<file path="src/design/ipd_pkg.sv">
// shared types and constants for the incremental pid with deadband
package ipd_pkg;

   localparam int CSR_IDX_W  = 3;
   localparam int CSR_DATA_W = 32;

   // register indexes of the configuration port
   localparam logic [CSR_IDX_W-1:0] CSR_GAIN_P   = 3'd0;
   localparam logic [CSR_IDX_W-1:0] CSR_GAIN_I   = 3'd1;
   localparam logic [CSR_IDX_W-1:0] CSR_GAIN_D   = 3'd2;
   localparam logic [CSR_IDX_W-1:0] CSR_SETPOINT = 3'd3;
   localparam logic [CSR_IDX_W-1:0] CSR_DEADBAND = 3'd4;
   localparam logic [CSR_IDX_W-1:0] CSR_DIVISOR  = 3'd5;

   // divisor comes out of reset as 1.0 in q16.16
   localparam logic [31:0] DIVISOR_RESET = 32'h0001_0000;

   // datapath operation selected by the control word
   typedef enum logic [3:0] {
      OP_NOP,
      OP_WAIT,
      OP_ERR,
      OP_LDX,
      OP_MAC,
      OP_ACC,
      OP_LDT,
      OP_DIVI,
      OP_DIVS,
      OP_FIN
   } op_type;

   // sequencer branch kinds
   typedef enum logic [2:0] {
      J_NEXT,
      J_INPUT,
      J_NODIV,
      J_LOOP,
      J_OUTPUT,
      J_GOTO
   } jmp_type;

   // which gain term a load step sets up
   typedef enum logic [1:0] {
      TERM_I,
      TERM_P,
      TERM_D
   } term_type;

   typedef struct packed {
      op_type     op;
      term_type   term;
      jmp_type    jmp;
      logic [4:0] target;
   } ctrl_type;

   typedef struct packed {
      logic req_valid;
      logic div_zero;
      logic out_free;
   } seq_status_type;

   typedef struct packed {
      logic [31:0] gain_p;
      logic [31:0] gain_i;
      logic [31:0] gain_d;
      logic [31:0] setpoint;
      logic [30:0] deadband;
      logic [31:0] divisor;
   } cfg_type;

endpackage

</file>
<file path="src/design/ipd_if.sv">
// request and response channel interfaces
interface ipd_req_if;
   logic               valid;
   logic               ready;
   logic signed [31:0] measurement;
   logic        [15:0] interval;

   modport source (output valid, output measurement, output interval, input ready);
   modport sink (input valid, input measurement, input interval, output ready);
endinterface

interface ipd_rsp_if;
   logic               valid;
   logic               ready;
   logic signed [47:0] increment;
   logic signed [47:0] total;
   logic               saturated;

   modport source (output valid, output increment, output total, output saturated,
                   input ready);
   modport sink (input valid, input increment, input total, input saturated,
                 output ready);
endinterface

</file>
<file path="src/design/ipd_csr.sv">
// configuration register bank
module ipd_csr (
   input  logic                               clock,
   input  logic                               reset,
   input  logic                               csr_we,
   input  logic [ipd_pkg::CSR_IDX_W-1:0]      csr_index,
   input  logic [ipd_pkg::CSR_DATA_W-1:0]     csr_wdata,
   output ipd_pkg::cfg_type                   cfg
);

   ipd_pkg::cfg_type cfg_ff;
   ipd_pkg::cfg_type cfg_in;

   // decode the write, unknown indexes are dropped
   always_comb begin
      cfg_in = cfg_ff;
      if (csr_we) begin
         case (csr_index)
            ipd_pkg::CSR_GAIN_P:   cfg_in.gain_p   = csr_wdata;
            ipd_pkg::CSR_GAIN_I:   cfg_in.gain_i   = csr_wdata;
            ipd_pkg::CSR_GAIN_D:   cfg_in.gain_d   = csr_wdata;
            ipd_pkg::CSR_SETPOINT: cfg_in.setpoint = csr_wdata;
            ipd_pkg::CSR_DEADBAND: cfg_in.deadband = csr_wdata[30:0];
            ipd_pkg::CSR_DIVISOR:  cfg_in.divisor  = csr_wdata;
            default: ;
         endcase
      end
   end

   always_ff @(posedge clock) begin
      if (reset) begin
         cfg_ff <= '{gain_p: '0, gain_i: '0, gain_d: '0, setpoint: '0, deadband: '0,
                     divisor: ipd_pkg::DIVISOR_RESET};
      end else begin
         cfg_ff <= cfg_in;
      end
   end

   assign cfg = cfg_ff;

endmodule

</file>
<file path="src/design/ipd_seq.sv">
// microcode sequencer: step counter, control rom and branch logic
module ipd_seq (
   input  logic                    clock,
   input  logic                    reset,
   input  ipd_pkg::seq_status_type sts,
   output ipd_pkg::ctrl_type       ctrl
);

   localparam logic [4:0] PC_START = 5'd0;
   localparam logic [4:0] PC_ERR   = 5'd1;
   localparam logic [4:0] PC_DIVS  = 5'd23;
   localparam logic [4:0] PC_FIN   = 5'd24;
   localparam logic [5:0] DIV_LAST = 6'd47;

   logic [4:0] pc_ff;
   logic [4:0] pc_in;
   logic [5:0] cnt_ff;
   logic [5:0] cnt_in;

   // control program, one word per step
   function automatic ipd_pkg::ctrl_type ucode(input logic [4:0] pc);
      ipd_pkg::ctrl_type w;
      case (pc) inside
         5'd0:  w = '{ipd_pkg::OP_WAIT, ipd_pkg::TERM_I, ipd_pkg::J_INPUT, PC_START};
         5'd1:  w = '{ipd_pkg::OP_ERR,  ipd_pkg::TERM_I, ipd_pkg::J_NEXT,  PC_START};
         5'd2:  w = '{ipd_pkg::OP_LDX,  ipd_pkg::TERM_I, ipd_pkg::J_NEXT,  PC_START};
         5'd7:  w = '{ipd_pkg::OP_LDX,  ipd_pkg::TERM_P, ipd_pkg::J_NEXT,  PC_START};
         5'd12: w = '{ipd_pkg::OP_LDX,  ipd_pkg::TERM_D, ipd_pkg::J_NEXT,  PC_START};
         [5'd3:5'd5], [5'd8:5'd10], [5'd13:5'd15], [5'd18:5'd21]:
            w = '{ipd_pkg::OP_MAC, ipd_pkg::TERM_I, ipd_pkg::J_NEXT, PC_START};
         5'd6, 5'd11, 5'd16:
            w = '{ipd_pkg::OP_ACC, ipd_pkg::TERM_I, ipd_pkg::J_NEXT, PC_START};
         5'd17: w = '{ipd_pkg::OP_LDT,  ipd_pkg::TERM_I, ipd_pkg::J_NEXT,   PC_START};
         5'd22: w = '{ipd_pkg::OP_DIVI, ipd_pkg::TERM_I, ipd_pkg::J_NODIV,  PC_FIN};
         5'd23: w = '{ipd_pkg::OP_DIVS, ipd_pkg::TERM_I, ipd_pkg::J_LOOP,   PC_DIVS};
         5'd24: w = '{ipd_pkg::OP_FIN,  ipd_pkg::TERM_I, ipd_pkg::J_OUTPUT, PC_START};
         default: w = '{ipd_pkg::OP_NOP, ipd_pkg::TERM_I, ipd_pkg::J_GOTO, PC_START};
      endcase
      return w;
   endfunction

   // rom read
   always_comb begin
      ctrl = ucode(pc_ff);
   end

   // next step and loop counter
   always_comb begin
      pc_in  = pc_ff + 5'd1;
      cnt_in = cnt_ff;
      case (ctrl.jmp)
         ipd_pkg::J_NEXT: pc_in = pc_ff + 5'd1;
         ipd_pkg::J_INPUT: begin
            if (!sts.req_valid) pc_in = pc_ff;
         end
         ipd_pkg::J_NODIV: begin
            if (sts.div_zero) begin
               pc_in = ctrl.target;
            end else begin
               cnt_in = DIV_LAST;
            end
         end
         ipd_pkg::J_LOOP: begin
            if (cnt_ff != '0) begin
               cnt_in = cnt_ff - 6'd1;
               pc_in  = ctrl.target;
            end
         end
         ipd_pkg::J_OUTPUT: pc_in = sts.out_free ? ctrl.target : pc_ff;
         ipd_pkg::J_GOTO:   pc_in = ctrl.target;
         default:           pc_in = PC_START;
      endcase
   end

   always_ff @(posedge clock) begin
      if (reset) begin
         pc_ff  <= PC_START;
         cnt_ff <= '0;
      end else begin
         pc_ff  <= pc_in;
         cnt_ff <= cnt_in;
      end
   end

   // an accepted request always starts the error step
   a_start: assert property (@(posedge clock) disable iff (reset)
      (pc_ff == PC_START && sts.req_valid) |=> pc_ff == PC_ERR)
      else $error("accepted request did not start the program");

   // loop count is only live inside the divide loop
   a_cnt: assert property (@(posedge clock) disable iff (reset)
      (cnt_ff != '0) |-> pc_ff == PC_DIVS)
      else $error("loop counter live outside divide loop");

endmodule

</file>
<file path="src/design/ipd_dp.sv">
// datapath: error, shared multiply-accumulate, divider and output register
module ipd_dp (
   input  logic                    clock,
   input  logic                    reset,
   input  ipd_pkg::ctrl_type       ctrl,
   input  ipd_pkg::cfg_type        cfg,
   output ipd_pkg::seq_status_type sts,
   ipd_req_if.sink                 req_ch,
   ipd_rsp_if.source               rsp_ch
);

   localparam logic [47:0] SAT_POS = 48'h7FFF_FFFF_FFFF;
   localparam logic [47:0] SAT_NEG = 48'h8000_0000_0000;

   // payload registers
   logic [31:0] meas_ff,     meas_in;
   logic [15:0] ticks_ff,    ticks_in;
   logic [32:0] e_ff,        e_in;
   logic [31:0] a_ff,        a_in;
   logic [63:0] opnd_ff,     opnd_in;
   logic [71:0] acc_ff,      acc_in;
   logic        term_neg_ff, term_neg_in;
   logic [53:0] sum_ff,      sum_in;
   logic        sum_neg_ff,  sum_neg_in;
   logic        over_ff,     over_in;
   logic [31:0] rem_ff,      rem_in;
   logic [47:0] quo_ff,      quo_in;
   logic [47:0] rsp_inc_ff,  rsp_inc_in;
   logic [47:0] rsp_tot_ff,  rsp_tot_in;
   logic        rsp_sat_ff,  rsp_sat_in;

   // state registers
   logic [32:0] e1_ff,        e1_in;
   logic [32:0] e2_ff,        e2_in;
   logic [47:0] total_ff,     total_in;
   logic        rsp_valid_ff, rsp_valid_in;

   logic [32:0] err_raw;
   logic [32:0] err_mag;
   logic [32:0] err_dz;
   logic [35:0] xe;
   logic [35:0] xe1;
   logic [35:0] xe2;
   logic [35:0] x_sel;
   logic [35:0] x_mag;
   logic [31:0] g_sel;
   logic [31:0] g_mag;
   logic [47:0] prod;
   logic [53:0] term_ext;
   logic [53:0] term_val;
   logic [53:0] sum_mag;
   logic [31:0] d_mag;
   logic        div_zero;
   logic [32:0] div_trial;
   logic [32:0] div_diff;
   logic        div_ge;
   logic [47:0] m_sel;
   logic        over_sel;
   logic        neg_f;
   logic [47:0] lim;
   logic        clip_inc;
   logic [47:0] m_c;
   logic [47:0] inc_val;
   logic [48:0] tsum;
   logic        clip_tot;
   logic [47:0] tot_val;
   logic        out_free;

   // error with deadband
   always_comb begin
      err_raw = {meas_ff[31], meas_ff} - {cfg.setpoint[31], cfg.setpoint};
      err_mag = err_raw[32] ? (~err_raw + 33'd1) : err_raw;
      err_dz  = (err_mag < {2'd0, cfg.deadband}) ? '0 : err_raw;
   end

   // term operands: gain and error combination, as magnitudes
   always_comb begin
      xe  = {{3{e_ff[32]}}, e_ff};
      xe1 = {{3{e1_ff[32]}}, e1_ff};
      xe2 = {{3{e2_ff[32]}}, e2_ff};
      case (ctrl.term)
         ipd_pkg::TERM_I: begin
            x_sel = xe;
            g_sel = cfg.gain_i;
         end
         ipd_pkg::TERM_P: begin
            x_sel = xe - xe1;
            g_sel = cfg.gain_p;
         end
         ipd_pkg::TERM_D: begin
            x_sel = xe + xe2 - {xe1[34:0], 1'b0};
            g_sel = cfg.gain_d;
         end
         default: begin
            x_sel = xe;
            g_sel = cfg.gain_i;
         end
      endcase
      x_mag = x_sel[35] ? (~x_sel + 36'd1) : x_sel;
      g_mag = g_sel[31] ? (~g_sel + 32'd1) : g_sel;
   end

   // shared 32x16 multiplier, top digit of the operand first
   assign prod = a_ff * opnd_ff[63:48];

   // truncated term with sign, and running sum magnitude
   always_comb begin
      term_ext = {3'd0, acc_ff[66:16]};
      term_val = term_neg_ff ? (~term_ext + 54'd1) : term_ext;
      sum_mag  = sum_ff[53] ? (~sum_ff + 54'd1) : sum_ff;
   end

   // restoring divide step
   always_comb begin
      d_mag     = cfg.divisor[31] ? (~cfg.divisor + 32'd1) : cfg.divisor;
      div_zero  = (cfg.divisor == '0);
      div_trial = {rem_ff, quo_ff[47]};
      div_ge    = (div_trial >= {1'b0, d_mag});
      div_diff  = div_trial - {1'b0, d_mag};
   end

   // increment clip, sign, and saturating total
   always_comb begin
      m_sel    = div_zero ? acc_ff[47:0] : quo_ff;
      over_sel = div_zero ? (acc_ff[71:48] != '0) : over_ff;
      neg_f    = sum_neg_ff ^ (!div_zero && cfg.divisor[31]);
      lim      = neg_f ? SAT_NEG : SAT_POS;
      clip_inc = over_sel || (m_sel > lim);
      m_c      = clip_inc ? lim : m_sel;
      inc_val  = neg_f ? (~m_c + 48'd1) : m_c;
      tsum     = {total_ff[47], total_ff} + {inc_val[47], inc_val};
      clip_tot = (tsum[48] != tsum[47]);
      if (clip_tot) begin
         tot_val = tsum[48] ? SAT_NEG : SAT_POS;
      end else begin
         tot_val = tsum[47:0];
      end
   end

   assign out_free = !rsp_valid_ff || rsp_ch.ready;

   // next values per control word
   always_comb begin
      meas_in      = meas_ff;
      ticks_in     = ticks_ff;
      e_in         = e_ff;
      a_in         = a_ff;
      opnd_in      = opnd_ff;
      acc_in       = acc_ff;
      term_neg_in  = term_neg_ff;
      sum_in       = sum_ff;
      sum_neg_in   = sum_neg_ff;
      over_in      = over_ff;
      rem_in       = rem_ff;
      quo_in       = quo_ff;
      rsp_inc_in   = rsp_inc_ff;
      rsp_tot_in   = rsp_tot_ff;
      rsp_sat_in   = rsp_sat_ff;
      e1_in        = e1_ff;
      e2_in        = e2_ff;
      total_in     = total_ff;
      rsp_valid_in = rsp_valid_ff && !rsp_ch.ready;
      case (ctrl.op)
         ipd_pkg::OP_WAIT: begin
            if (req_ch.valid) begin
               meas_in  = req_ch.measurement;
               ticks_in = req_ch.interval;
            end
         end
         ipd_pkg::OP_ERR: begin
            e_in   = err_dz;
            sum_in = '0;
         end
         ipd_pkg::OP_LDX: begin
            a_in        = g_mag;
            opnd_in     = {12'd0, x_mag, 16'd0};
            acc_in      = '0;
            term_neg_in = g_sel[31] ^ x_sel[35];
         end
         ipd_pkg::OP_MAC: begin
            acc_in  = {acc_ff[55:0], 16'd0} + {24'd0, prod};
            opnd_in = {opnd_ff[47:0], 16'd0};
         end
         ipd_pkg::OP_ACC: sum_in = sum_ff + term_val;
         ipd_pkg::OP_LDT: begin
            sum_neg_in = sum_ff[53];
            opnd_in    = {10'd0, sum_mag};
            a_in       = {16'd0, ticks_ff};
            acc_in     = '0;
            e1_in      = e_ff;
            e2_in      = e1_ff;
         end
         ipd_pkg::OP_DIVI: begin
            over_in = (acc_ff[67:32] >= {4'd0, d_mag});
            rem_in  = acc_ff[63:32];
            quo_in  = {acc_ff[31:0], 16'd0};
         end
         ipd_pkg::OP_DIVS: begin
            rem_in = div_ge ? div_diff[31:0] : div_trial[31:0];
            quo_in = {quo_ff[46:0], div_ge};
         end
         ipd_pkg::OP_FIN: begin
            if (out_free) begin
               rsp_inc_in   = inc_val;
               rsp_tot_in   = tot_val;
               rsp_sat_in   = clip_inc || clip_tot;
               total_in     = tot_val;
               rsp_valid_in = 1'b1;
            end
         end
         default: ;
      endcase
   end

   // payload flops
   always_ff @(posedge clock) begin
      meas_ff     <= meas_in;
      ticks_ff    <= ticks_in;
      e_ff        <= e_in;
      a_ff        <= a_in;
      opnd_ff     <= opnd_in;
      acc_ff      <= acc_in;
      term_neg_ff <= term_neg_in;
      sum_ff      <= sum_in;
      sum_neg_ff  <= sum_neg_in;
      over_ff     <= over_in;
      rem_ff      <= rem_in;
      quo_ff      <= quo_in;
      rsp_inc_ff  <= rsp_inc_in;
      rsp_tot_ff  <= rsp_tot_in;
      rsp_sat_ff  <= rsp_sat_in;
   end

   // error history, running total and response valid
   always_ff @(posedge clock) begin
      if (reset) begin
         e1_ff        <= '0;
         e2_ff        <= '0;
         total_ff     <= '0;
         rsp_valid_ff <= 1'b0;
      end else begin
         e1_ff        <= e1_in;
         e2_ff        <= e2_in;
         total_ff     <= total_in;
         rsp_valid_ff <= rsp_valid_in;
      end
   end

   // channel and status hookup
   assign req_ch.ready     = (ctrl.op == ipd_pkg::OP_WAIT);
   assign rsp_ch.valid     = rsp_valid_ff;
   assign rsp_ch.increment = rsp_inc_ff;
   assign rsp_ch.total     = rsp_tot_ff;
   assign rsp_ch.saturated = rsp_sat_ff;
   assign sts = '{req_valid: req_ch.valid, div_zero: div_zero, out_free: out_free};

   // a new response only comes from the final step
   a_rsp_src: assert property (@(posedge clock) disable iff (reset)
      $rose(rsp_valid_ff) |-> $past(ctrl.op == ipd_pkg::OP_FIN))
      else $error("response raised outside final step");

   // partial remainder stays below the divisor
   a_rem: assert property (@(posedge clock) disable iff (reset)
      (ctrl.op == ipd_pkg::OP_DIVS && !over_ff && !div_zero) |-> (rem_ff < d_mag))
      else $error("divide remainder out of range");

   // total only moves when the response register takes a result
   a_total: assert property (@(posedge clock) disable iff (reset)
      (ctrl.op == ipd_pkg::OP_FIN && !out_free) |=> $stable(total_ff))
      else $error("total changed while response stalled");

endmodule

</file>
<file path="src/design/incremental_pid_deadband.sv">
// incremental pid step with deadband, q16.16 in and q32.16 out
// requests are taken one at a time, through the shared 32x16 multiply-accumulate
//   and the 48-step restoring divider, which is skipped when the divisor is zero
// reset: synchronous, clears error history, running total and response valid;
//   registers return to zero gains and setpoint, zero deadband, divisor 1.0
module incremental_pid_deadband (
   input  logic                           clock,
   input  logic                           reset,
   ipd_req_if.sink                        req_ch,
   ipd_rsp_if.source                      rsp_ch,
   input  logic                           csr_we,
   input  logic [ipd_pkg::CSR_IDX_W-1:0]  csr_index,
   input  logic [ipd_pkg::CSR_DATA_W-1:0] csr_wdata
);

   ipd_pkg::cfg_type        cfg;
   ipd_pkg::ctrl_type       ctrl;
   ipd_pkg::seq_status_type sts;

   // configuration registers
   ipd_csr u_csr (
      .clock     (clock),
      .reset     (reset),
      .csr_we    (csr_we),
      .csr_index (csr_index),
      .csr_wdata (csr_wdata),
      .cfg       (cfg)
   );

   // control sequencer
   ipd_seq u_seq (
      .clock (clock),
      .reset (reset),
      .sts   (sts),
      .ctrl  (ctrl)
   );

   // arithmetic datapath
   ipd_dp u_dp (
      .clock  (clock),
      .reset  (reset),
      .ctrl   (ctrl),
      .cfg    (cfg),
      .sts    (sts),
      .req_ch (req_ch),
      .rsp_ch (rsp_ch)
   );

endmodule

</file>
<file path="src/flat_wrapper.sv">
// flat-port wrapper written by rule: the top's interface ports become plain ports
module incremental_pid_deadband_flat 
  (clock, reset, csr_we, csr_index, csr_wdata, req_ch_valid, req_ch_measurement, req_ch_interval, req_ch_ready, rsp_ch_valid, rsp_ch_increment, rsp_ch_total, rsp_ch_saturated, rsp_ch_ready);
  ipd_req_if req_ch_i ();
  ipd_rsp_if rsp_ch_i ();
  input  logic clock;
  input  logic reset;
  input  logic csr_we;
  input  logic [ipd_pkg::CSR_IDX_W-1:0] csr_index;
  input  logic [ipd_pkg::CSR_DATA_W-1:0] csr_wdata;
  input wire logic [$bits(req_ch_i.valid)-1:0] req_ch_valid;
  input wire logic [$bits(req_ch_i.measurement)-1:0] req_ch_measurement;
  input wire logic [$bits(req_ch_i.interval)-1:0] req_ch_interval;
  output wire logic [$bits(req_ch_i.ready)-1:0] req_ch_ready;
  output wire logic [$bits(rsp_ch_i.valid)-1:0] rsp_ch_valid;
  output wire logic [$bits(rsp_ch_i.increment)-1:0] rsp_ch_increment;
  output wire logic [$bits(rsp_ch_i.total)-1:0] rsp_ch_total;
  output wire logic [$bits(rsp_ch_i.saturated)-1:0] rsp_ch_saturated;
  input wire logic [$bits(rsp_ch_i.ready)-1:0] rsp_ch_ready;
  assign req_ch_i.valid = req_ch_valid;
  assign req_ch_i.measurement = req_ch_measurement;
  assign req_ch_i.interval = req_ch_interval;
  assign req_ch_ready = req_ch_i.ready;
  assign rsp_ch_valid = rsp_ch_i.valid;
  assign rsp_ch_increment = rsp_ch_i.increment;
  assign rsp_ch_total = rsp_ch_i.total;
  assign rsp_ch_saturated = rsp_ch_i.saturated;
  assign rsp_ch_i.ready = rsp_ch_ready;
  incremental_pid_deadband u_core (.clock(clock), .reset(reset), .req_ch(req_ch_i), .rsp_ch(rsp_ch_i), .csr_we(csr_we), .csr_index(csr_index), .csr_wdata(csr_wdata));
endmodule
</file>
<file path="config.mk">
export PLATFORM = sky130hd
export DESIGN_NAME = incremental_pid_deadband_flat
export DESIGN_NICKNAME = d
export VERILOG_FILES = /design/src/design/ipd_pkg.sv /design/src/design/ipd_if.sv /design/src/design/ipd_csr.sv /design/src/design/ipd_seq.sv /design/src/design/ipd_dp.sv /design/src/design/incremental_pid_deadband.sv /design/src/flat_wrapper.sv
export SDC_FILE = /design/constraint.sdc
export NUM_CORES = 2
export LEC_CHECK = 0
export BUFFER_PORTS_ARGS = -buffer_cell sky130_fd_sc_hd__buf_2
export CORE_MARGIN = 10
export CORE_UTILIZATION = 50
export DETAILED_ROUTE_END_ITERATION = 10
export GPL_TIMING_DRIVEN = 0
export PLACE_DENSITY = 0.66
export SYNTH_ARGS = -nofsm -noshare
export SYNTH_HDL_FRONTEND = slang
export SYNTH_HIERARCHICAL = 1
export SYNTH_SLANG_ARGS = --single-unit
</file>
<file path="constraint.sdc">
create_clock -name clock -period 14.9 [get_ports clock]
set_input_delay 1.49 -clock clock [delete_from_list [all_inputs] [get_ports clock]]
set_output_delay 1.49 -clock clock [all_outputs]
set_load 0.02 [all_outputs]
</file>
### After elaboration in Yosys (flattened, before gate mapping)

Index checks and enable logic that the tools add are counted.

| word-level totals | value |
|---|---|
| bits in registers | 800 |
| bits in latches | 0 |
| bits in writable memories | 0 |
| ROM bits | 0 |
| input bits | 88 |
| output and inout bits | 99 |
| word-level logic and storage cells | 183 |
| memories kept | 0 |

| cells by class | value |
|---|---|
| add/subtract/negate cells | 17 |
| multipliers | 1 |
| divide/modulo/power cells | 0 |
| $lt $le $gt $ge | 12 |
| eq/ne operators | 37 |
| shift operators | 0 |
| multiplexer cells | 43 |
| bitwise logic cells | 9 |
| reductions and logical operators | 37 |

Operators with widths:

| operator | count |
|---|---|
| 48-bit two-way mux | 6 |
| 32-bit case mux with 2 select lines | 3 |
| 64-bit case mux with 3 select lines | 1 |
| 14-bit two-way mux | 11 |
| 72-bit case mux with 2 select lines | 1 |
| 54-bit by 1-bit adder with 54-bit output (second input constant) | 2 |
| 54-bit two-way mux | 2 |
| 54-bit case mux with 2 select lines | 1 |
| 32-bit two-way mux | 3 |
| 48-bit case mux with 2 select lines | 1 |
| 72-bit by 48-bit adder with 72-bit output | 1 |
| 36-bit case mux with 2 select lines | 1 |
| 32-bit by 1-bit adder with 32-bit output (second input constant) | 2 |
| 32-bit NOT | 2 |
| 54-bit adder | 1 |
| 51-bit NOT with 54-bit output | 1 |
| 54-bit NOT | 1 |
| 48-bit by 48-bit adder with 49-bit output | 1 |
| 48-bit by 1-bit adder with 48-bit output (second input constant) | 1 |
| 48-bit greater-than comparator | 1 |
| 32-bit by 16-bit multiplier with 48-bit output | 1 |
| 48-bit NOT | 1 |
| 36-bit by 1-bit adder with 36-bit output (second input constant) | 1 |
| 36-bit by 32-bit greater-or-equal comparator with 1-bit output | 1 |
| 57 further kinds | 109 |

### Depth between registers and ports, before layout

| logic depth | value |
|---|---|
| depth after elaboration | 18 |
| mapped depth | 52 |
| mapped depth without buffers | 43 |

### Modules after synthesis

The synthesis kept the hierarchy.

Modules (own cells, without submodules):

| module | times used | cells an instance | area each (um2) | sequential area each (um2) |
|---|---|---|---|---|
| ipd_dp | 1 | 7327 | 63612.3 | 16806.1 |
| ipd_csr | 1 | 662 | 7443.4 | 3823.7 |
| ipd_seq | 1 | 158 | 1178.6 | 220.2 |

### Worst setup path after synthesis

No wires, ideal clock.

| timing path | value |
|---|---|
| path kind | flip-flop to flip-flop |
| start | reg u_core.u_csr.cfg_ff, in the netlist u_core/u_csr/cfg[0] |
| end | reg u_core.u_dp.total_ff[32] |
| setup time | 125 ps |
| arrival time | 10400 ps |
| required time | 14775 ps |
| setup slack | 4375 ps |
| stages on the path, launching flop included | 49 |
| buffers on the path | 10 |
| period minus slack after synthesis | 10525 ps |
| path through | dfxtp_1 -> inv_1 -> ha_1 -> or4b_1 -> nor3_1 -> nand3_1 -> clkbuf_1 -> buf_1 -> buf_1 -> clkbuf_1 -> buf_1 -> mux2i_1 -> inv_1 -> ha_1 -> nand3_1 -> or2_2 -> a211oi_1 -> a21boi_0 -> [13 not listed] -> or3_1 -> o21ai_1 -> o2bb2a_1 -> ha_1 -> a21o_1 -> a21o_1 -> a21oi_1 -> o21bai_1 -> a221oi_1 -> a21oi_1 -> o21ai_0 -> mux2i_1 -> or2_2 -> clkbuf_1 -> nand3_1 -> clkbuf_1 -> clkbuf_1 -> o21ai_0 |

| on the way | value |
|---|---|
| cells in the longest elaborated chain, start to end | 14 |
| elaborated cells on any way between the ends | 17 |
| those cells by class | 2 x add/sub; 1 x order compare; 1 x eq/ne; 7 x mux; 2 x bitwise; 4 x reduce/logical |

RTL lines:

| element | line | text |
|---|---|---|
| from (decl) | ipd_csr.sv:11 | `ipd_pkg::cfg_type cfg_ff;` |
| from (signal assigned) | ipd_csr.sv:32 | `cfg_ff <= '{gain_p: '0, gain_i: '0, gain_d: '0, setpoint: '0, deadband: '0,` |
| from (signal assigned) | ipd_csr.sv:35 | `cfg_ff <= cfg_in;` |
| 32-bit logical NOT (*) | ipd_dp.sv:116 | `div_zero = (cfg.divisor == '0);` |
| 1-bit logical NOT | ipd_dp.sv:126 | `neg_f = sum_neg_ff ^ (!div_zero && cfg.divisor[31]);` |
| 1-bit logical AND | ipd_dp.sv:126 |  |
| 1-bit XOR | ipd_dp.sv:126 |  |
| 48-bit two-way mux | ipd_dp.sv:127 | `lim = neg_f ? SAT_NEG : SAT_POS;` |
| 48-bit greater-than comparator | ipd_dp.sv:128 | `clip_inc = over_sel \|\| (m_sel > lim);` |
| 1-bit logical OR | ipd_dp.sv:128 |  |
| 48-bit two-way mux | ipd_dp.sv:129 | `m_c = clip_inc ? lim : m_sel;` |
| 48-bit NOT | ipd_dp.sv:130 | `inc_val = neg_f ? (~m_c + 48'd1) : m_c;` |
| 48-bit by 1-bit adder with 48-bit output | ipd_dp.sv:130 |  |
| 48-bit two-way mux (*) | ipd_dp.sv:130 |  |
| net u_core.u_dp.inc_val[0] | ipd_dp.sv:63 | `logic [47:0] inc_val;` |
| 48-bit by 48-bit adder with 49-bit output (*) | ipd_dp.sv:131 | `tsum = {total_ff[47], total_ff} + {inc_val[47], inc_val};` |
| 48-bit two-way mux or 1-bit != test (tied branches) | ipd_dp.sv:134, ipd_dp.sv:132 |  |
| 48-bit two-way mux (*) | ipd_dp.sv:133 | `if (clip_tot) begin` |
| to (signal assigned) | ipd_dp.sv:244 | `total_ff <= total_in;` |
| to (decl) | ipd_dp.sv:35 | `logic [47:0] total_ff, total_in;` |

Mark *: on every way through the listed nets, which the timed path passes. The rest lies on a longest branch.
A chain may end at the register's enable or synchronous reset.

### Final worst setup path

| timing path | value |
|---|---|
| start | reg u_core.u_csr.cfg_ff, in the netlist u_core/u_csr/cfg[31] |
| end | reg u_core.u_dp.total_ff[43] |

| on the way | value |
|---|---|
| cells in the longest elaborated chain, start to end | 14 |
| elaborated cells on any way between the ends | 17 |
| those cells by class | 2 x add/sub; 1 x order compare; 1 x eq/ne; 7 x mux; 2 x bitwise; 4 x reduce/logical |

RTL lines:

| element | line |
|---|---|
| 32-bit logical NOT | ipd_dp.sv:116 |
| 1-bit logical NOT | ipd_dp.sv:126 |
| 1-bit logical AND | ipd_dp.sv:126 |
| 1-bit XOR | ipd_dp.sv:126 |
| 48-bit two-way mux | ipd_dp.sv:127 |
| 48-bit greater-than comparator | ipd_dp.sv:128 |
| 1-bit logical OR | ipd_dp.sv:128 |
| 48-bit two-way mux | ipd_dp.sv:129 |
| 48-bit NOT | ipd_dp.sv:130 |
| 48-bit by 1-bit adder with 48-bit output | ipd_dp.sv:130 |
| 48-bit two-way mux (*) | ipd_dp.sv:130 |
| net u_core.u_dp.inc_val[0] | ipd_dp.sv:63 |
| 48-bit by 48-bit adder with 49-bit output (*) | ipd_dp.sv:131 |
| 48-bit two-way mux or 1-bit != test (tied branches) | ipd_dp.sv:134, ipd_dp.sv:132 |
| 48-bit two-way mux (*) | ipd_dp.sv:133 |

Marked as above.

==> results.sh <==
export IMPL_status="finished clean"
export IMPL_fin_cells=10400
export IMPL_hold_viol=0
export IMPL_syn_num_nets=9199
export IMPL_finalCritPeriodShare=0.943
export IMPL_die_h_um=400
export IMPL_h_tree_depth=3
export IMPL_rsz0062_at_grt="no"
export IMPL_cp_num_buf_inv=14
export IMPL_endpoint_kind="register"
export IMPL_drcViolationCount=0
export IMPL_antenna_left=0
export IMPL_maxCapViolCount=0
export IMPL_endpoint="u_core/u_dp/total_ff[43]$_SDFFE_PP0P_"
export IMPL_portBuffers=184
export IMPL_grtUsageTotal=0.303
export IMPL_nets=9488
export IMPL_core_area_um2=143000
export IMPL_final_common_cell="nand2_1"
export IMPL_fmax_mhz=71.2
export IMPL_vias=62200
export IMPL_critPathKind="register to register"
export IMPL_clock_latency_ns=0.76
export IMPL_cp_start_kind="register"
export IMPL_clk_pin_slew_ns=0.06
export IMPL_dieWidth_um=400
export IMPL_r2r_setup_slack_ns=0.85
export IMPL_synth_cells=8143
export IMPL_tightest_slew_ns=1.28
export IMPL_clock_sinks=800
export IMPL_firstDrtPassIters=6
export IMPL_wl_met2_um=114000
export IMPL_period_minus_slack_ns=14.05
export IMPL_gp_congestion=0.999
export IMPL_path_depth=48
export IMPL_setup_viol=0
export IMPL_wl_per_cell_um=23.8
export IMPL_initialDrtViolationCount=5983
export IMPL_viasPerCell=5.97
export IMPL_rr_worst_depth=48
export IMPL_worst_ep_arrival_time_ns=14.67
export IMPL_drv_slew=0
export IMPL_cts_buffer_depth=3
export IMPL_dpl_cell_count=10200
export IMPL_mostFrequentLayoutCells="nand2_1 (945), inv_1 (864), nor2_1 (537)"
export IMPL_seqCellArea_um2=20900
export IMPL_routed_wl_um=248000
export IMPL_cp_data_required_time_ns=15.52
export IMPL_ctsRootBufferMaster="clkbuf_16"
export IMPL_max_slew_margin=0.149
export IMPL_avgSynthCellArea_um2=8.87
export IMPL_cp_slowest_stage_delay_ns=0.59
export IMPL_drive_above_1_share=0.0580
export IMPL_multiInputGateArea_um2=46600
export IMPL_std_cell_rows=139
export IMPL_syn_to_final_growth_pct=9.63
export IMPL_clock_skew_ns=0.0858
export IMPL_grt_overflow=0
export IMPL_hp_class="register to register"
export IMPL_reg2reg_from="u_core/u_csr/cfg[31]$_SDFFE_PP0P_"
export IMPL_r2r_end="u_core/u_dp/total_ff[43]$_SDFFE_PP0P_"
export IMPL_ios=187
export IMPL_yosys_warnings=6
export IMPL_cp_max_fo=10
export IMPL_numCtsBuffers=92
export IMPL_fin_util=0.552
export IMPL_grt_max_degree=65
export IMPL_antenna_found_initial=5
export IMPL_cp_slowest_cell="mux2i_1"
export IMPL_dp_hpwl_um=199000
export IMPL_setup_tns_ns=0
export IMPL_path_delay_family="compound AO/OA/AOI/OAI gates"
export IMPL_dieArea_um2=160000
export IMPL_cts_tree="done"
export IMPL_fillers=13100
export IMPL_grt_pass1_wl_um=373000
export IMPL_maxUsedRoutingLayer="met5"
export IMPL_wl_met1_um=101000
export IMPL_syn_area_um2=72200
export IMPL_grt_pass1_vias=61300
export IMPL_initial_core_util=0.503
export IMPL_crit_start="u_core/u_csr/cfg[31]$_SDFFE_PP0P_"
export IMPL_wl_met3_um=18800
## stage by stage
step,setup slack [ns],area (µm²),hold slack (ns)
6_report,0.850,79200,0.453
5_1_grt,0.0791,79200,0.469
4_1_cts,0.165,79100,0.455
3_5_place_dp,-0.598,75800,0.447
3_3_place_gp,-0.793,75500,0.440
2_1_floorplan,4.38,72200,0.424
## what timing repair did
item,4_1_cts,5_1_grt
setup buffers,0,0
resized for setup,4,21
endpoints found under the setup margin,86,94
endpoints found under the hold margin,0,0
hold buffers,0,0
## final cells by class
class / instances / share of cell area
Antenna cell: 2 / 0.0000632
Timing Repair Buffer: 196 / 0.0144
Buffer: 411 / 0.0211
Tap cell: 1903 / 0.0301
Inverter: 868 / 0.0412
Sequential cell: 800 / 0.263
Multi-Input combinational cell: 6063 / 0.588
Clock buffer: 114 / 0.0321
Clock inverter: 59 / 0.00970
## per-layer routing
layer  vias up  GRT usage
met5         -          0
met4         4      0.151
met3       575     0.0416
met2      2738      0.494
met1     30400      0.394
li1      28500          -
## worst min-delay path by stage
stage,start,endpoint,slack [ns],depth (start not counted)
finish,u_core/u_dp/e2_ff[4]$_SDFFE_PP0P_,u_core/u_dp/e2_ff[4]$_SDFFE_PP0P_,0.45,2
global route,u_core/u_dp/e2_ff[17]$_SDFFE_PP0P_,u_core/u_dp/e2_ff[17]$_SDFFE_PP0P_,0.47,2
CTS,u_core/u_dp/e2_ff[5]$_SDFFE_PP0P_,u_core/u_dp/e2_ff[5]$_SDFFE_PP0P_,0.45,2
detailed placement,u_core/u_dp/e2_ff[21]$_SDFFE_PP0P_,u_core/u_dp/e2_ff[21]$_SDFFE_PP0P_,0.45,2
global placement,u_core/u_dp/total_ff[14]$_SDFFE_PP0P_,u_core/u_dp/total_ff[14]$_SDFFE_PP0P_,0.44,2
floorplan,u_core/u_dp/sum_ff[53]$_SDFFCE_PN0P_,u_core/u_dp/sum_neg_ff$_DFFE_PP_,0.42,0
## state kept, by name, indices dropped and copies added (netlist names)
register	cells
u_core/u_csr/cfg	191
u_core/u_dp/a_ff	32
u_core/u_dp/acc_ff	72
u_core/u_dp/e1_ff	33
u_core/u_dp/e2_ff	33
u_core/u_dp/e_ff	33
u_core/u_dp/meas_ff	32
u_core/u_dp/opnd_ff	64
u_core/u_dp/over_ff	1
u_core/u_dp/quo_ff	48
u_core/u_dp/rem_ff	32
u_core/u_dp/rsp_ch.increment	48
u_core/u_dp/rsp_ch.saturated	1
u_core/u_dp/rsp_ch.total	48
u_core/u_dp/rsp_ch.valid	1
u_core/u_dp/sum_ff	54
u_core/u_dp/sum_neg_ff	1
u_core/u_dp/term_neg_ff	1
u_core/u_dp/ticks_ff	16
u_core/u_dp/total_ff	48
u_core/u_seq/cnt_ff	6
u_core/u_seq/pc_ff	5
## worst register-to-register path: cells and delay by family (launching register included)
kind                       cells  cell delay [ns]
AOI/OAI and AO/OA             19             4.81
buffers and inverters         14             4.50
and+or+nand+nor               10             2.40
muxes                          2             1.04
adders and majority gates      3             0.89
DFF                            1             0.33
Power is left out: the tool's default activity adds up to more than one toggle a clock period on the data nets, which glitch-free logic cannot reach.
